$ cat src/rtl/core/ekd_pkg.sv
`timescale 1ns / 1ps

package ekd_pkg;

    // Field widths
    localparam int COORD_W  = 32;
    localparam int BW_W     = 31;
    localparam int KF_W     = 20;
    localparam int MAG_W    = COORD_W + 1;
    localparam int PROD_W   = BW_W + KF_W;
    localparam int OUT_FRAC = 16;
    localparam int QUO_W    = OUT_FRAC;
    localparam int SUM_W    = OUT_FRAC + 1;
    localparam int DENS_W   = OUT_FRAC + 1;
    localparam int CNT_W    = $clog2(OUT_FRAC);

    // Defaults and constants
    localparam int                FRAC_BITS_DEF = 16;
    localparam logic [KF_W-1:0]   KF_RESET      = 20'd146543;
    localparam logic [SUM_W-1:0]  SUM_MAX       = 17'd131071;
    localparam logic [SUM_W-1:0]  ONE_OUT       = 17'd65536;
    localparam logic [DENS_W-1:0] DENS_ZERO     = 17'd0;
    localparam logic [CNT_W-1:0]  CNT_LAST      = CNT_W'(OUT_FRAC - 1);

    // Controller to datapath
    typedef struct packed {
        logic load;    // capture operands, form product and magnitude
        logic check;   // range check, seed remainder
        logic step;    // one restoring divide step
        logic square;  // square the quotient
        logic acc;     // add square to running sum
        logic emit;    // load output register, clear evaluation
    } t_cmd;

    // Datapath to controller
    typedef struct packed {
        logic skip;      // evaluation already out of support or quotient >= 1.0
        logic last;      // captured item closes the evaluation
        logic out_free;  // output register can take a result this cycle
    } t_stat;

endpackage

$ cat src/rtl/core/ekd_intf.sv
`timescale 1ns / 1ps

interface ekd_in_if;
    logic                                 valid;
    logic                                 ready;
    logic signed [ekd_pkg::COORD_W-1:0]   sample_coord;
    logic signed [ekd_pkg::COORD_W-1:0]   centre_coord;
    logic        [ekd_pkg::BW_W-1:0]      bandwidth;
    logic                                 last_dim;

    modport source (
        output valid, sample_coord, centre_coord, bandwidth, last_dim,
        input  ready
    );
    modport sink (
        input  valid, sample_coord, centre_coord, bandwidth, last_dim,
        output ready
    );
endinterface

interface ekd_out_if;
    logic                               valid;
    logic                               ready;
    logic [ekd_pkg::DENS_W-1:0]         density;
    logic                               in_support;

    modport source (
        output valid, density, in_support,
        input  ready
    );
    modport sink (
        input  valid, density, in_support,
        output ready
    );
endinterface

$ cat src/rtl/core/ekd_ctrl.sv
`timescale 1ns / 1ps

module ekd_ctrl (
    input  logic           i_clk,
    input  logic           i_rst_n,
    input  logic           i_in_valid,
    output logic           o_in_ready,
    input  ekd_pkg::t_stat i_stat,
    output ekd_pkg::t_cmd  o_cmd
);

    typedef enum logic [2:0] {
        S_IDLE,
        S_CHECK,
        S_DIV,
        S_SQR,
        S_ACC,
        S_FIN
    } t_state;

    t_state                    r_state, n_state;
    logic [ekd_pkg::CNT_W-1:0] r_cnt, n_cnt;

    always_comb begin
        n_state = r_state;
        n_cnt   = r_cnt;
        case (r_state)
            S_IDLE: begin
                if (i_in_valid) begin
                    n_state = S_CHECK;
                end
            end
            S_CHECK: begin
                n_cnt   = '0;
                n_state = i_stat.skip ? S_FIN : S_DIV;
            end
            S_DIV: begin
                n_cnt = r_cnt + 1'b1;
                if (r_cnt == ekd_pkg::CNT_LAST) begin
                    n_state = S_SQR;
                end
            end
            S_SQR:   n_state = S_ACC;
            S_ACC:   n_state = S_FIN;
            S_FIN: begin
                // on the item that closes the evaluation, hold until the output register frees up
                if (!i_stat.last || i_stat.out_free) begin
                    n_state = S_IDLE;
                end
            end
            default: n_state = S_IDLE;
        endcase
    end

    always_ff @(posedge i_clk) begin
        if (!i_rst_n) begin
            r_state <= S_IDLE;
            r_cnt   <= '0;
        end else begin
            r_state <= n_state;
            r_cnt   <= n_cnt;
        end
    end

    assign o_in_ready = (r_state == S_IDLE);

    always_comb begin
        o_cmd        = '0;
        o_cmd.load   = (r_state == S_IDLE) && i_in_valid;
        o_cmd.check  = (r_state == S_CHECK);
        o_cmd.step   = (r_state == S_DIV);
        o_cmd.square = (r_state == S_SQR);
        o_cmd.acc    = (r_state == S_ACC);
        o_cmd.emit   = (r_state == S_FIN) && i_stat.last && i_stat.out_free;
    end

endmodule

$ cat src/rtl/core/ekd_datapath.sv
`timescale 1ns / 1ps

module ekd_datapath #(
    parameter int FRAC_BITS = ekd_pkg::FRAC_BITS_DEF
) (
    input  logic                                i_clk,
    input  logic                                i_rst_n,
    input  logic                                i_cfg_we,
    input  logic        [ekd_pkg::KF_W-1:0]     i_cfg_data,
    input  logic signed [ekd_pkg::COORD_W-1:0]  i_sample_coord,
    input  logic signed [ekd_pkg::COORD_W-1:0]  i_centre_coord,
    input  logic        [ekd_pkg::BW_W-1:0]     i_bandwidth,
    input  logic                                i_last_dim,
    input  ekd_pkg::t_cmd                       i_cmd,
    output ekd_pkg::t_stat                      o_stat,
    output logic                                o_out_valid,
    input  logic                                i_out_ready,
    output logic        [ekd_pkg::DENS_W-1:0]   o_density,
    output logic                                o_in_support
);

    localparam int PW = ekd_pkg::PROD_W;
    localparam int RW = PW + 1;
    localparam int IW = ekd_pkg::MAG_W + FRAC_BITS;
    localparam int CW = (IW > RW) ? IW : RW;

    logic [ekd_pkg::KF_W-1:0]   r_kf;
    logic [PW-1:0]              r_prod;
    logic [ekd_pkg::MAG_W-1:0]  r_mag;
    logic                       r_last;
    logic [RW-1:0]              r_rem;
    logic [ekd_pkg::QUO_W-1:0]  r_quo;
    logic [ekd_pkg::QUO_W-1:0]  r_sq;
    logic [ekd_pkg::SUM_W-1:0]  r_sum;
    logic                       r_outside;
    logic                       r_out_valid;
    logic [ekd_pkg::DENS_W-1:0] r_density;
    logic                       r_in_support;

    logic signed [ekd_pkg::MAG_W-1:0] w_diff;
    logic [ekd_pkg::MAG_W-1:0]        w_mag;
    logic [PW-1:0]                    w_prod;
    logic [CW-1:0]                    w_init;
    logic                             w_ge;
    logic [RW-1:0]                    w_shift;
    logic                             w_sub_ok;
    logic [2*ekd_pkg::QUO_W-1:0]      w_qq;
    logic [ekd_pkg::SUM_W:0]          w_t;
    logic [ekd_pkg::SUM_W-1:0]        w_sat;

    assign w_diff = ekd_pkg::MAG_W'(i_sample_coord) - ekd_pkg::MAG_W'(i_centre_coord);
    assign w_mag  = w_diff[ekd_pkg::MAG_W-1] ? ekd_pkg::MAG_W'(-w_diff)
                                             : ekd_pkg::MAG_W'(w_diff);
    assign w_prod = PW'(i_bandwidth) * PW'(r_kf);

    // quotient >= 1.0 whenever mag << FRAC_BITS reaches the product (also when it is zero)
    assign w_init = CW'(r_mag) << FRAC_BITS;
    assign w_ge   = (w_init >= CW'(r_prod));

    assign w_shift  = {r_rem[PW-1:0], 1'b0};
    assign w_sub_ok = (w_shift >= {1'b0, r_prod});

    assign w_qq  = (2*ekd_pkg::QUO_W)'(r_quo) * (2*ekd_pkg::QUO_W)'(r_quo);
    assign w_t   = {1'b0, r_sum} + (ekd_pkg::SUM_W + 1)'(r_sq);
    assign w_sat = (w_t > (ekd_pkg::SUM_W + 1)'(ekd_pkg::SUM_MAX)) ? ekd_pkg::SUM_MAX
                                                                 : w_t[ekd_pkg::SUM_W-1:0];

    always_ff @(posedge i_clk) begin
        if (i_cmd.load) begin
            r_prod <= w_prod;
            r_mag  <= w_mag;
            r_last <= i_last_dim;
        end
        if (i_cmd.check) begin
            r_rem <= w_init[RW-1:0];
            r_quo <= '0;
        end
        if (i_cmd.step) begin
            r_rem <= w_sub_ok ? (w_shift - {1'b0, r_prod}) : w_shift;
            r_quo <= {r_quo[ekd_pkg::QUO_W-2:0], w_sub_ok};
        end
        if (i_cmd.square) begin
            r_sq <= w_qq[2*ekd_pkg::QUO_W-1:ekd_pkg::OUT_FRAC];
        end
        if (i_cmd.emit) begin
            r_density    <= r_outside ? ekd_pkg::DENS_ZERO : (ekd_pkg::ONE_OUT - r_sum);
            r_in_support <= !r_outside;
        end
    end

    always_ff @(posedge i_clk) begin
        if (!i_rst_n) begin
            r_kf        <= ekd_pkg::KF_RESET;
            r_sum       <= '0;
            r_outside   <= 1'b0;
            r_out_valid <= 1'b0;
        end else begin
            if (i_cfg_we) begin
                r_kf <= i_cfg_data;
            end
            if (i_cmd.check && w_ge) begin
                r_outside <= 1'b1;
            end
            if (i_cmd.acc) begin
                r_sum <= w_sat;
                if (w_sat >= ekd_pkg::ONE_OUT) begin
                    r_outside <= 1'b1;
                end
            end
            if (i_cmd.emit) begin
                r_sum     <= '0;
                r_outside <= 1'b0;
            end
            if (i_cmd.emit) begin
                r_out_valid <= 1'b1;
            end else if (i_out_ready) begin
                r_out_valid <= 1'b0;
            end
        end
    end

    assign o_stat.skip     = r_outside || w_ge;
    assign o_stat.last     = r_last;
    assign o_stat.out_free = !r_out_valid || i_out_ready;

    assign o_out_valid  = r_out_valid;
    assign o_density    = r_density;
    assign o_in_support = r_in_support;

endmodule

$ cat src/rtl/core/epanechnikov_kernel_density_core.sv
`timescale 1ns / 1ps

// Unnormalized multivariate Epanechnikov kernel. Feed one dimension per item
// (sample, centre, bandwidth, all Q.FRAC_BITS); the block divides the distance
// by bandwidth * kernel_factor, squares the Q0.16 quotient and accumulates it.
// The item flagged last_dim returns one result: density = 1 - sum in Q1.16 and
// in_support = 1, or density 0 and in_support 0 once the sum reached 1.0 or a
// dimension had a quotient of 1.0 or more (a zero bandwidth or factor counts as
// outside). Other items return nothing. Each item occupies the block from accept
// to the next ready, in order: capture with the bandwidth by factor multiply,
// range check, the restoring divider, square, accumulate and finish; a
// dimension already out of support or with a quotient of 1.0 or more goes
// from the range check straight to finish. The result sits in an output
// register, so the next item is taken while a result waits; only a second
// result stalls the finish state until the first is taken. Write
// kernel_factor only while the block is idle.
module epanechnikov_kernel_density_core #(
    parameter int FRAC_BITS = ekd_pkg::FRAC_BITS_DEF
) (
    input  logic                       i_clk,
    input  logic                       i_rst_n,
    input  logic                       i_cfg_we,
    input  logic [ekd_pkg::KF_W-1:0]   i_cfg_data,
    ekd_in_if.sink                     i_in,
    ekd_out_if.source                  o_out
);

    ekd_pkg::t_cmd  w_cmd;
    ekd_pkg::t_stat w_stat;

    // Sequencer: owns the input handshake and steps the datapath
    ekd_ctrl u_ctrl (
        .i_clk      (i_clk),
        .i_rst_n    (i_rst_n),
        .i_in_valid (i_in.valid),
        .o_in_ready (i_in.ready),
        .i_stat     (w_stat),
        .o_cmd      (w_cmd)
    );

    // Multiplier, divider, square, accumulator and output register
    ekd_datapath #(
        .FRAC_BITS (FRAC_BITS)
    ) u_datapath (
        .i_clk          (i_clk),
        .i_rst_n        (i_rst_n),
        .i_cfg_we       (i_cfg_we),
        .i_cfg_data     (i_cfg_data),
        .i_sample_coord (i_in.sample_coord),
        .i_centre_coord (i_in.centre_coord),
        .i_bandwidth    (i_in.bandwidth),
        .i_last_dim     (i_in.last_dim),
        .i_cmd          (w_cmd),
        .o_stat         (w_stat),
        .o_out_valid    (o_out.valid),
        .i_out_ready    (o_out.ready),
        .o_density      (o_out.density),
        .o_in_support   (o_out.in_support)
    );

endmodule
$ cat src/flat_wrapper.sv
// flat-port wrapper written by rule: the top's interface ports become plain ports
module epanechnikov_kernel_density_core_flat 
#(
    parameter int FRAC_BITS = ekd_pkg::FRAC_BITS_DEF
)
  (i_clk, i_rst_n, i_cfg_we, i_cfg_data, i_in_valid, i_in_sample_coord, i_in_centre_coord, i_in_bandwidth, i_in_last_dim, i_in_ready, o_out_valid, o_out_density, o_out_in_support, o_out_ready);
  ekd_in_if i_in_i ();
  ekd_out_if o_out_i ();
  input  logic i_clk;
  input  logic i_rst_n;
  input  logic i_cfg_we;
  input  logic [ekd_pkg::KF_W-1:0] i_cfg_data;
  input wire logic [$bits(i_in_i.valid)-1:0] i_in_valid;
  input wire logic [$bits(i_in_i.sample_coord)-1:0] i_in_sample_coord;
  input wire logic [$bits(i_in_i.centre_coord)-1:0] i_in_centre_coord;
  input wire logic [$bits(i_in_i.bandwidth)-1:0] i_in_bandwidth;
  input wire logic [$bits(i_in_i.last_dim)-1:0] i_in_last_dim;
  output wire logic [$bits(i_in_i.ready)-1:0] i_in_ready;
  output wire logic [$bits(o_out_i.valid)-1:0] o_out_valid;
  output wire logic [$bits(o_out_i.density)-1:0] o_out_density;
  output wire logic [$bits(o_out_i.in_support)-1:0] o_out_in_support;
  input wire logic [$bits(o_out_i.ready)-1:0] o_out_ready;
  assign i_in_i.valid = i_in_valid;
  assign i_in_i.sample_coord = i_in_sample_coord;
  assign i_in_i.centre_coord = i_in_centre_coord;
  assign i_in_i.bandwidth = i_in_bandwidth;
  assign i_in_i.last_dim = i_in_last_dim;
  assign i_in_ready = i_in_i.ready;
  assign o_out_valid = o_out_i.valid;
  assign o_out_density = o_out_i.density;
  assign o_out_in_support = o_out_i.in_support;
  assign o_out_i.ready = o_out_ready;
  epanechnikov_kernel_density_core #(.FRAC_BITS(FRAC_BITS)) u_core (.i_clk(i_clk), .i_rst_n(i_rst_n), .i_cfg_we(i_cfg_we), .i_cfg_data(i_cfg_data), .i_in(i_in_i), .o_out(o_out_i));
endmodule
$ cat config.mk
export PLATFORM = sky130hd
export DESIGN_NAME = epanechnikov_kernel_density_core_flat
export DESIGN_NICKNAME = d
export VERILOG_FILES = /design/src/rtl/core/ekd_pkg.sv /design/src/rtl/core/ekd_intf.sv /design/src/rtl/core/ekd_ctrl.sv /design/src/rtl/core/ekd_datapath.sv /design/src/rtl/core/epanechnikov_kernel_density_core.sv /design/src/flat_wrapper.sv
export SDC_FILE = /design/constraint.sdc
export NUM_CORES = 2
export LEC_CHECK = 0
export ABC_AREA = 1
export BUFFER_PORTS_ARGS = -buffer_cell sky130_fd_sc_hd__buf_2
export CORE_MARGIN = 4
export CORE_UTILIZATION = 40
export CTS_CLUSTER_SIZE = 30
export DETAILED_ROUTE_END_ITERATION = 10
export GPL_ROUTABILITY_DRIVEN = 0
export GPL_TIMING_DRIVEN = 0
export PLACE_DENSITY = 0.55
export SLEW_MARGIN = 20
export SYNTH_ARGS = -nofsm -noshare
export SYNTH_HDL_FRONTEND = slang
export SYNTH_SLANG_ARGS = --single-unit
$ cat constraint.sdc
create_clock -name i_clk -period 17.7 [get_ports i_clk]
set_input_delay 0 -clock i_clk [delete_from_list [all_inputs] [get_ports i_clk]]
set_output_delay 0 -clock i_clk [all_outputs]
set_load 0.01 [all_outputs]
==> Word level (Yosys, flattened, before mapping) <==
Index checks and enable logic that the tools add are counted.
{ "classes": {"bitwise_logic": 1, "addsub": 6, "mux": 18, "multipliers": 2, "eq_ne": 9, "magnitude_cmp": 4, "n_reduce_logical": 15} }
{ "op_table": {"columns": ["operator", "n"], "rows": [
  ["2-to-1 mux 51 bit", 3],
  ["greater-or-equal comparator 52 x 51 -> 1 bit", 1],
  ["greater-or-equal comparator 49 x 51 -> 1 bit", 1],
  ["multiplier 31 x 20 -> 51 bit", 1],
  ["subtractor 51 bit", 1],
  ["negator 33 bit", 1],
  ["subtractor 32 x 32 -> 33 bit", 1],
  ["multiplier 16 x 16 -> 32 bit", 1],
  ["2-to-1 mux 16 bit", 2],
  ["2-to-1 mux 32 bit", 1],
  ["adder 17 x 16 -> 18 bit", 1],
  ["greater-than comparator 18 x 17 -> 1 bit (second input constant)", 1],
  ["one-hot mux 3 bit (6 select lines)", 1],
  ["greater-or-equal comparator 17 bit (second input constant)", 1],
  ["2-to-1 mux 17 bit", 1],
  ["subtractor 17 bit (first input constant)", 1],
  ["2-to-1 mux 3 bit", 4],
  ["one-hot mux 4 bit (2 select lines)", 1],
  ["== test 3 x 2 -> 1 bit (second input constant)", 2],
  ["== test 3 bit (second input constant)", 2],
  ["2-to-1 mux 1 bit", 5],
  ["adder 4 x 1 -> 4 bit (second input constant)", 1],
  ["== test 4 bit (second input constant)", 1],
  ["logical AND 1 bit", 4],
  ["10 further kinds", 16]
]} }
{ "word_totals": {"inputBits": 121, "out_inout_bits": 20, "wordCells": 70, "ff_bits": 232} }

==> Longest topological paths before layout <==
{ "logic_depth": {"ltp_word": 6, "mapped_depth": 29, "depth_no_buf": 28} }

==> By module <==
A second synthesis with hierarchy kept.
{ "unflattened": {"cells_unflattened": 6037, "hier_area_um2": 45623.8} }
{ "modules_own_cells": {"columns": ["module", "area_per_inst_um2", "n_inst", "seq_area_each_um2", "cells_per_inst"], "rows": [
  ["ekd_datapath", 45212.1, 1, 6366.1, 5976],
  ["ekd_ctrl", 411.6, 1, 140.1, 61]
]} }

==> Least setup slack after synthesis <==
Ideal clock, no wire load.
{ "synth_timing": {"kind": "flip-flop to flip-flop", "start": "register u_core.u_ctrl.r_state[2]", "end": "register u_core.u_datapath.r_last, enable pin", "period_less_slack_ps": 6886, "setup_time_ps": 633, "path_slack_ps": 10814, "t_arrival_ps": 6254, "stages_incl_launch_ff": 3, "path_cell_list": "dfxtp_1 -> clkbuf_1 -> nor3_1"} }
{ "synth_lines": {"columns": ["item", "line", "text"], "rows": [
  ["start, declared", "ekd_ctrl.sv:21", "t_state r_state, n_state;"],
  ["start signal, assigned", "ekd_ctrl.sv:60", "r_state <= n_state;"],
  ["end signal, assigned", "ekd_datapath.sv:72", "r_last <= i_last_dim;"],
  ["end, declared", "ekd_datapath.sv:30", "logic r_last;"]
]} }

==> Worst setup path in the final report <==
{ "layout_timing": {"start": "register u_core.u_datapath.r_kf[19] (netlist name)", "end": "register u_core.u_datapath.r_prod[49], data pin"} }
{ "layout_via": {"elab_chain_cells": 1} }
{ "layout_lines": {"columns": ["item", "line", "text"], "rows": [
  ["start, declared", "ekd_datapath.sv:27", "logic [ekd_pkg::KF_W-1:0] r_kf;"],
  ["start signal, assigned", "ekd_datapath.sv:93", "r_kf <= ekd_pkg::KF_RESET;"],
  ["start signal, assigned", "ekd_datapath.sv:99", "r_kf <= i_cfg_data;"],
  ["multiplier 31 x 20 -> 51 bit", "ekd_datapath.sv:54", "assign w_prod = PW'(i_bandwidth) * PW'(r_kf);"],
  ["via u_core.u_datapath.w_prod[49]", "ekd_datapath.sv:42", "logic [PW-1:0] w_prod;"],
  ["end signal, assigned", "ekd_datapath.sv:70", "r_prod <= w_prod;"],
  ["end, declared", "ekd_datapath.sv:28", "logic [PW-1:0] r_prod;"]
]} }
The timed path passes the listed nets, and every way through them passes these cells.
A chain may end at the register's enable or synchronous reset.

==> run metrics <==
worst-margin pin slew 1.00 ns; via count 38200; 1st-iter DRT viols 2594; Slowest-stage cell, CP dfxtp_1; register area 6510 µm²; Die Span X 345 µm; area leader, netlist fa_1; delay-heaviest family, CP adder cells; final wirelength 134000 µm; GRT Overall Usage 22.6%; share of cells above drive strength 1 4.39%; max frequency 125 MHz; Setup Crit Path Kind reg -> reg; FFs w/ async S/R, synth 0%; drt drc 0; Via density 4.92; CP max FO 10; netlist area before placement 45500 µm²; vias in the first global route 38800; worst setup path start u_core.u_datapath.r_kf[19]; # rows 123; Port Buf Inserts 109; TritonCTS clock tree done; post-synthesis sequential area ratio 14.3%; HPWL Detailed 115000 µm; Multi-input gate area 32300 µm²; die area 119000 µm²; hold depth 5; WP buf/inv 4; Yosys warning total 0; Critical R2R Launch u_core.u_datapath.r_kf[19]; Core Box Area 113000 µm²; Wirelength per Cell 17.3 µm; Setup Viol. Count Final 0; clk slew on worst S/H paths 0.06 ns; Hold WC Path Type in -> reg; list of most frequent post-synthesis cells inv_1 (1591), nand2_1 (1551), fa_1 (685), ha_1 (394), nor2_1 (350); Nets 7446; setup_tns 0 ns; WP data required 18.10 ns; Worst setup SP type flop; top cells by area, synth fa_1 (30%), inv_1 (13%), nand2_1 (13%); first-pass GRT wire length 215000 µm; r2r setup slk 9.72 ns; initial antenna violation count 1; share of the synthesized area in the top cell type 30.1%; Max Cap Viol 0; Syn Inst Count 6060; crit-path max cell delay 0.79 ns; Routed Antenna Nets 0; r2r endpoint u_core.u_datapath.r_prod[49]; CTS Buffer Depth 3; pin count of the biggest net entering global routing 40; clock latency on the worst-skew pair 0.61 ns; TritonCTS Sinks 232; final hold vios 0; effective utilization at floorplan 40.4%; ANT cells 0; cells on worst reg2reg path 20; Worst slew margin 32.8%; drt pass-1 iters 6; Fillers 11700; Top cell by count, worst path fa_1; Area Overhead vs Synth 8.37%; RSZ-0062 raised after global routing false; DIE HEIGHT 345 µm; # IOs 141; most frequent cell after synthesis inv_1; Hold EP u_core.u_datapath.r_kf[2]; Slew Limit Fails 0; Worst EP arrival 8.38 ns; status finished, final reports clean; number of flops mapped to enable cells by yosys 186; gr ovfl total 0; root buffer cell clkbuf_16; fin crit share 45.1%; syn_area_per_cell 7.51 µm²; CTS Buf Count 29; register bit count reported by yosys 232; final worst path period need 7.98 ns; CP endpoint kind flop; Hold Crit Start i_cfg_we; Cell Chain, Critical Path clkbuf_1 -> nand2_1 -> fa_1 -> fa_1 -> inv_1 -> fa_1 -> fa_1 -> fa_1 -> fa_1 -> inv_1 -> fa_1 -> inv_1 -> ha_1 -> nand2_1 -> nor2_1 -> nand3_1 -> o21ai_0 -> nand3_1 -> nand2_1 -> xor2_1; H-tree levels 1; ys flop type edfxtp_1; syn nets 7260; Netlist cell types 54; Fin Clk Skew 0.0172 ns
[cell type report]
type / count / share of cell area, %
Tap cell: 1500 / 3.81
Inverter: 1602 / 12.2
Sequential cell: 232 / 13.2
Multi-Input combinational cell: 4040 / 65.4
Buffer: 186 / 1.48
Clock buffer: 35 / 1.56
Timing Repair Buffer: 155 / 2.04
Clock inverter: 15 / 0.274
[worst max-delay path by stage]
stage,endpoint,slack [ns],cells after the start
3_5_place_dp,u_core.u_datapath.r_prod[49],9.88,20
4_1_cts,u_core.u_datapath.r_prod[49],9.84,20
2_1_floorplan,u_core.u_datapath.r_last,10.81,2
6_report,u_core.u_datapath.r_prod[49],9.72,20
5_1_grt,u_core.u_datapath.r_prod[49],9.31,20
3_3_place_gp,u_core.u_datapath.r_mag[28],8.61,2
[worst min-delay path, cell delays in order]
cell and delay (ns):
buf_2 0.09, inv_1 0.05, clkbuf_1 0.27, nand2_1 0.13, nand3_1 0.06
[registers in the layout, summed over array words and instances, names as in the netlist]
name                            count
u_core.u_ctrl.r_state               3
u_core.u_datapath.r_outside         1
u_core.u_datapath.r_sq             16
u_core.u_datapath.r_last            1
u_core.u_datapath.r_sum            17
u_core.u_datapath.r_kf             20
u_core.u_datapath.o_out_valid       1
u_core.u_datapath.o_density        17
u_core.u_datapath.r_mag            33
u_core.u_datapath.r_prod           51
u_core.u_datapath.r_quo            16
u_core.u_ctrl.r_cnt                 4
u_core.u_datapath.o_in_support      1
u_core.u_datapath.r_rem            51
[per-stage QoR]
| stage | utilization, % | instance area (µm²) | std cells | hold WS (ns) | setup WS [ns] |
|---|---|---|---|---|---|
| after floorplan | - | 45500 | 6060 | 0.0989 | 10.81 |
| final | 43.8 | 49300 | 7765 | 0.0423 | 9.72 |
| after detailed placement | 42.7 | 48100 | 7681 | 0.222 | 9.88 |
| after CTS | 43.8 | 49300 | 7765 | 0.00133 | 9.84 |
| after global routing | 43.8 | 49300 | 7765 | 0.0540 | 9.31 |
| after global placement | 42.5 | 47900 | 7669 | 0.215 | 8.61 |
[cell families after synthesis]
kind of cell,count (synthesis),synth area share [%]
AOI/OAI and AO/OA,585,7.11
xor gates and xnor gates,148,2.90
adders and majority gates,1079,41.0
buffers and inverters,1788,14.8
DFF,232,14.3
and+or+nand+nor,2228,19.9
[routing by layer]
layer	track usage (%)	share of wire, %	wire (µm)
met5	0	0	0
met4	5.06	2.4	3270
met3	3.17	6.5	8650
met2	37.1	46	61400
met1	31.8	45	60600
[what timing repair did]
action	in CTS	in global routing
setup buffers	0	0
gates resized for setup	0	0
endpoints found under the hold margin	38	0
hold buffers	34	0
[cell usage in the layout, fill, tap and decap left out, types with 12 or more instances in the layout]
cell type	n
dlygate4sd3_1	34
dfxtp_1	46
buf_2	117
clkbuf_16	29
nand3_2	13
nor2_1	349
nor2_2	16
nand3_1	155
ha_1	394
nand4_1	36
fa_1	685
clkbuf_1	175
nand2_2	35
o21a_1	18
xor2_1	80
a21o_1	17
nand2_1	1550
o21bai_1	22
o21ai_0	167
o211ai_1	15
edfxtp_1	186
inv_1	1591
nor3_1	36
o21ai_1	24
buf_4	12
xnor2_1	65
a21oi_1	276
Power is left out: the tool's default activity adds up to more than one toggle a clock period on the data nets, which glitch-free logic cannot reach.
